**src/rtl/lpfa_pkg.sv**
```systemverilog
package lpfa_pkg;

    localparam int NUM_PARTICLES_DEF = 512;

    localparam int IDX_W  = 9;
    localparam int POS_W  = 24;
    localparam int BOX_W  = 24;
    localparam int CUT_W  = 32;
    localparam int SUM_W  = 32;
    localparam int TYPE_W = 2;

    localparam int IN_DATA_W  = 168;
    localparam int OUT_DATA_W = 144;

    localparam int D_W   = 27;
    localparam int DM_W  = 26;
    localparam int R_W   = 52;
    localparam int R2_W  = 36;
    localparam int Q_W   = 33;
    localparam int MAG_W = 47;
    localparam int DF_W  = 53;

    localparam int MA_W   = 53;
    localparam int MB_W   = 48;
    localparam int MC_W   = 16;
    localparam int MUL_NCH = 3;
    localparam int MP_W   = MA_W + MB_W;

    localparam logic [TYPE_W-1:0] REQ_ACCUM = 2'd0;
    localparam logic [TYPE_W-1:0] REQ_READ  = 2'd1;
    localparam logic [TYPE_W-1:0] REQ_CLEAR = 2'd2;

    localparam logic CFG_BOX = 1'b0;
    localparam logic CFG_CUT = 1'b1;

    localparam logic [BOX_W-1:0] BOX_RST = 24'd524288;
    localparam logic [CUT_W-1:0] CUT_RST = 32'd1638400;

    typedef struct packed {
        logic              sat;
        logic [SUM_W-1:0]  pot;
        logic [SUM_W-1:0]  az;
        logic [SUM_W-1:0]  ay;
        logic [SUM_W-1:0]  ax;
    } t_entry;

    localparam int ENTRY_W = 1 + 4 * SUM_W;

endpackage

```
**src/rtl/lpfa_mul.sv**
```systemverilog
module lpfa_mul (
    input  logic                       i_clk,
    input  logic                       i_rst_n,
    input  logic                       i_start,
    input  logic [lpfa_pkg::MA_W-1:0]  i_a,
    input  logic [lpfa_pkg::MB_W-1:0]  i_b,
    output logic                       o_done,
    output logic [lpfa_pkg::MP_W-1:0]  o_p
);

    logic [lpfa_pkg::MA_W-1:0]                 r_a;
    logic [lpfa_pkg::MB_W-1:0]                 r_b;
    logic [lpfa_pkg::MP_W-1:0]                 r_acc;
    logic [1:0]                                r_cnt;
    logic                                      r_busy;
    logic                                      r_done;
    logic [lpfa_pkg::MC_W-1:0]                 chunk;
    logic [lpfa_pkg::MA_W+lpfa_pkg::MC_W-1:0]  pp;
    logic [lpfa_pkg::MP_W-1:0]                 n_acc;

    // msb chunk first, shift accumulator up each step
    assign chunk = r_b[lpfa_pkg::MB_W-1 -: lpfa_pkg::MC_W];
    assign pp    = r_a * chunk;
    assign n_acc = (r_acc << lpfa_pkg::MC_W) + lpfa_pkg::MP_W'(pp);

    always_ff @(posedge i_clk) begin
        if (!i_rst_n) begin
            r_busy <= 1'b0;
            r_done <= 1'b0;
            r_cnt  <= '0;
        end else begin
            r_done <= 1'b0;
            if (i_start) begin
                r_a    <= i_a;
                r_b    <= i_b;
                r_acc  <= '0;
                r_cnt  <= '0;
                r_busy <= 1'b1;
            end else if (r_busy) begin
                r_acc <= n_acc;
                r_b   <= r_b << lpfa_pkg::MC_W;
                r_cnt <= r_cnt + 2'd1;
                if (r_cnt == 2'(lpfa_pkg::MUL_NCH - 1)) begin
                    r_busy <= 1'b0;
                    r_done <= 1'b1;
                end
            end
        end
    end

    assign o_done = r_done;
    assign o_p    = r_acc;

endmodule

```
**config.mk**
```make
export PLATFORM = sky130hd
export DESIGN_NAME = lpfa_mul
export DESIGN_NICKNAME = d
export VERILOG_FILES = /design/src/rtl/lpfa_pkg.sv /design/src/rtl/lpfa_mul.sv
export SDC_FILE = /design/constraint.sdc
export NUM_CORES = 2
export LEC_CHECK = 0
export BUFFER_PORTS_ARGS = -buffer_cell sky130_fd_sc_hd__buf_2
export CAP_MARGIN = 20
export CORE_MARGIN = 5
export CORE_UTILIZATION = 60
export DETAILED_ROUTE_END_ITERATION = 7
export GPL_ROUTABILITY_DRIVEN = 0
export MAX_ROUTING_LAYER = met4
export PLACE_DENSITY = 0.79
export SLEW_MARGIN = 20
export SYNTH_ARGS = -nofsm -noshare
export SYNTH_HDL_FRONTEND = slang
export SYNTH_SLANG_ARGS = --single-unit
export TNS_END_PERCENT = 1
```
**constraint.sdc**
```tcl
create_clock -name i_clk -period 18.9 [get_ports i_clk]
set_input_delay 3.78 -clock i_clk [delete_from_list [all_inputs] [get_ports i_clk]]
set_output_delay 3.78 -clock i_clk [all_outputs]
set_load 0.02 [all_outputs]
```
=== Yosys cells after proc, flatten, opt, wreduce, memory -nomap -nowiden ===
Cells that the tools add are included.

* Register bits after elaboration: 206
* Output and inout port bits: 102
* Word-level logic and storage cells: 24

* Add/sub/neg operators: 2
* $mul: 1
* Equality and inequality tests: 1
* Multiplexer cells: 7
* Bitwise logic cells: 2
* Reductions and logical operators: 5

{| class="wikitable"
|+ Operator list
! cell !! number
|-
| 101-bit by 69-bit adder with 101-bit output || 1
|-
| 101-bit two-way mux || 1
|-
| 48-bit two-way mux || 2
|-
| 53-bit by 16-bit multiplier with 69-bit output || 1
|-
| 1-bit two-way mux || 4
|-
| 2-bit AND reduction || 2
|-
| 3-bit OR reduction || 1
|-
| 2-bit by 1-bit adder with 2-bit output, second input constant || 1
|-
| 2-bit equality test, second input constant || 1
|-
| 1-bit NOT || 2
|-
| 2-bit nonzero test || 1
|-
| 2-bit OR reduction || 1
|}

=== Longest topological paths before layout ===
* Word-level depth: 4
* Depth in mapped cells: 28
* Mapped depth without buffers: 24

=== Worst setup path after synthesis ===
No wires, ideal clock.

* Kind: in2reg
* Start point: input i_start
* End point: register r_acc, in the netlist o_p[0], enable pin
* Setup time: 0.522 ns
* Arrival: 7.455 ns
* Required time: 18.378 ns
* Setup slack: 10.923 ns
* Stages: 2
* Cell sequence: buf_1 > o21a_1

* Word-level cells in the longest chain between the ends: 2

{| class="wikitable"
|+ RTL lines
! item !! line !! RTL
|-
| start: declaration || lpfa_mul.sv:4 || <nowiki>input logic i_start,</nowiki>
|-
| 2-bit nonzero test (no source line) || - ||
|-
| 2-bit AND reduction (no source line) || - ||
|-
| end signal: assignment || lpfa_mul.sv:40 || <nowiki>r_acc <= n_acc;</nowiki>
|-
| end: declaration || lpfa_mul.sv:13 || <nowiki>logic [lpfa_pkg::MP_W-1:0] r_acc;</nowiki>
|}

Every way passes these cells.
A chain may end at the register's enable or synchronous reset.

=== Final worst setup path ===
* Start point: register r_b[42] in the netlist's numbering
* End point: register r_acc, in the netlist o_p[62], data pin

* Word-level cells in the longest chain between the ends: 3

{| class="wikitable"
|+ RTL lines
! item !! line !! RTL
|-
| start: declaration || lpfa_mul.sv:12 || <nowiki>logic [lpfa_pkg::MB_W-1:0] r_b;</nowiki>
|-
| start signal: assignment || lpfa_mul.sv:35 || <nowiki>r_b <= i_b;</nowiki>
|-
| start signal: assignment || lpfa_mul.sv:41 || <nowiki>r_b <= r_b << lpfa_pkg::MC_W;</nowiki>
|-
| 53-bit by 16-bit multiplier with 69-bit output || lpfa_mul.sv:23 || <nowiki>assign pp = r_a * chunk;</nowiki>
|-
| 101-bit by 69-bit adder with 101-bit output || lpfa_mul.sv:24 || <nowiki>assign n_acc = (r_acc << lpfa_pkg::MC_W) + lpfa_pkg::MP_W'(pp);</nowiki>
|-
| 101-bit two-way mux || lpfa_mul.sv:39 || <nowiki>end else if (r_busy) begin</nowiki>
|}

Every way passes these cells. The select of a mux whose other input is x is not followed.

==> impl_metrics.ini <==
[timing]
finalCritPeriodShare_pct = 45.67
worstMarginPinSlew_ns = 1.102
timing.hold.ws_ns = 0.4996
hold_violations = 0
slew_headroom_pct = 26.52
final-max-slew-violation-count = 0
final.setup.tns_ns = 0
timing.fmax_ghz = 0.1159
rsz0062_at_grt = no
setup_violations = 0
skew_ns = 0.03187
period_minus_slack_ns = 8.631

[place]
port_buffers = 205
hpwl_um = 73800
dpl-instance-area_mm2 = 0.03788

[floorplan]
io_pins = 206
die_height_um = 256.9
core-area_mm2 = 0.06036
start_util_pct = 60.61
dieWidth_um = 256.9
dieArea_mm2 = 0.06601
rows = 90

[clock_network]
clk_pin_slew_ns = 0.07
clk_latency_ns = 0.61
ctsResizeCount = 0
tritoncts = done
cts.sinks = 206
cts-root-buf = clkbuf_16
cts.htree.levels = 1
cts_buffer_depth = 3
postCtsHoldBufs = 0
cts_buffers = 26
post_cts.repair.setup_buffers = 0

[synthesis]
synth_edf_count = 202
seq_area_frac_synth_pct = 16.80
synth_top_area_share_pct = 41.86
syn_avg_cell_area_um2 = 9.292
synth_cell_types = 70
synth_flop_cell = edfxtp_1
syn-num-nets = 4964
netlist_area_mm2 = 0.03658
yosysTopAreaCell = fa_1
yosysWarnings = 0
async_reset_ff_share_pct = 0
ys_seq_elements = 206
synthCells = 3937
synth.area.top_cells = fa_1, edfxtp_1, inv_1

[global_route]
antenna_found_initial = 4
grt_pass1_wl_um = 157600
use_met1_pct = 40.35
grt_max_degree = 86
grt_pass1_vias = 29350
use_met3_pct = 7.078
met2_usage_pct = 48.54
gr-total-overflow = 0
grt_busiest_layer = met2
grt_use_total_pct = 31.13

[worst_hold_path]
hp-class = register to register

[critical_path]
worst_r2r_path_depth = 22
crit_path_end_kind = register
endpoint = o_p[62]
startpoint_type = register
path_class = register to register
worstPathMaxFanout = 53
regToRegSetupSlack_ns = 10.27
critPathLaunch = r_b[42]
timing.rr.start = r_b[42]
r2r_end = o_p[62]
worstPathArrival_ns = 8.99
cp.required_ns = 19.26

[final_layout]
mostFrequentLayoutCell = inv_1
final_cell_mix = inv_1, fa_1, nand2_1, and2_1, buf_2
syn_to_final_growth_pct = 6.181
final_nets = 5011
layout-drive-gt1-share_pct = 8.142
fillers = 4733
postLayoutCellArea_mm2 = 0.03884

[detailed_routing]
avgRoutedWirePerCell_um = 20.62
drtPass1Iterations = 6
viasPerCell = 5.749
drtIter0Drc = 2425
postRouteAntennaNets = 0
vias = 27530
drt_wl_total_um = 98730
drc = 0

[flow_run]
cap_violations = 0

[status]
status = completed
-- critical path, cell delays in order (launching register included) --
cell       delay, ns
edfxtp_1        0.32
buf_4           0.62
nand2_1         0.20
fa_1            0.59
inv_1           0.06
fa_1            0.59
fa_1            0.45
fa_1            0.46
fa_1            0.51
inv_1           0.07
fa_1            0.52
inv_1           0.05
ha_1            0.46
nand4_1         0.21
or4_1           0.55
a2111oi_2       0.52
o21ai_1         0.12
and2_4          0.20
o41ai_4         0.49
a41oi_1         0.39
o21ai_0         0.54
a21oi_1         0.15
mux2_2          0.30
-- logic make-up (layout without fill, tap and decap cells) --
| kind of cell | count (synthesis) | in the layout | synth area share [%] |
|---|---|---|---|
| compound gates | 293 | 293 | 5.076 |
| mux | 37 | 37 | 1.139 |
| fa+ha+maj | 923 | 923 | 47.27 |
| buf+inv | 1174 | 1241 | 12.31 |
| xor+xnor | 70 | 70 | 1.676 |
| simple gates | 1234 | 1234 | 15.73 |
| other cells | 0 | 3 | 0 |
| flops | 206 | 206 | 16.80 |
-- metal layers --
| layer | vias to the layer above | routed length, µm |
|---|---|---|
| li1 | 11760 | - |
| met1 | 13850 | 37100 |
| met2 | 1595 | 45530 |
| met3 | 327 | 10950 |
| met4 | 0 | 5151 |
| met5 | - | 0 |
-- cell usage after synthesis (6+ instances only) --
cell type	number
o31ai_1	11
and2_1	306
a21oi_1	104
fa_1	765
o21bai_1	9
nand2_1	648
clkbuf_1	187
a21boi_0	6
nand3_1	23
o21ai_0	62
o21a_1	12
nor2_1	135
nor2b_1	11
o211ai_1	7
inv_1	970
edfxtp_1	202
or4_1	13
ha_1	158
xnor2_1	34
xor2_1	36
mux2_2	37
nand4_1	37
a21o_1	29
nor3_1	11
a211oi_1	8
and3_1	12
a31oi_1	8
or3_1	14
-- stage by stage --
step / setup slack, ns / std cells / utilization [%]
2_1_floorplan: 10.92 / 3937 / -
3_3_place_gp: 10.62 / 4738 / 62.75
3_5_place_dp: 10.50 / 4738 / 62.75
4_1_cts: 10.49 / 4786 / 64.34
5_1_grt: 9.997 / 4789 / 64.35
6_report: 10.27 / 4789 / 64.35
-- area by class of cell --
type / instances / area (µm²) / area share [%]
multi-input cells: 2557 / 25940 / 66.79
flip-flops and latches: 206 / 6146 / 15.82
inverters: 970 / 3641 / 9.374
repair buffers: 223 / 1167 / 3.005
well taps: 782 / 978.4 / 2.519
clock buffers: 27 / 654.4 / 1.685
clock inverters: 21 / 305.3 / 0.7860
diodes: 3 / 7.507 / 0.01933
-- sequential cells by signal (all words and copies together), names as in the netlist --
register  flops
r_b          48
o_done        1
o_p         101
r_a          53
r_busy        1
r_cnt         2
-- worst min path at each step --
stage             start        to  cells after the start
2_1_floorplan    r_busy    o_done                      2
3_3_place_gp   r_cnt[1]  r_cnt[1]                      2
3_5_place_dp   r_cnt[1]  r_cnt[1]                      2
4_1_cts        r_cnt[1]  r_cnt[1]                      2
5_1_grt        r_cnt[1]  r_cnt[1]                      2
6_report       r_cnt[1]  r_cnt[1]                      2
Power is not shown: default switching activity piles up to over one toggle a cycle in this logic, so the estimate is an artifact.
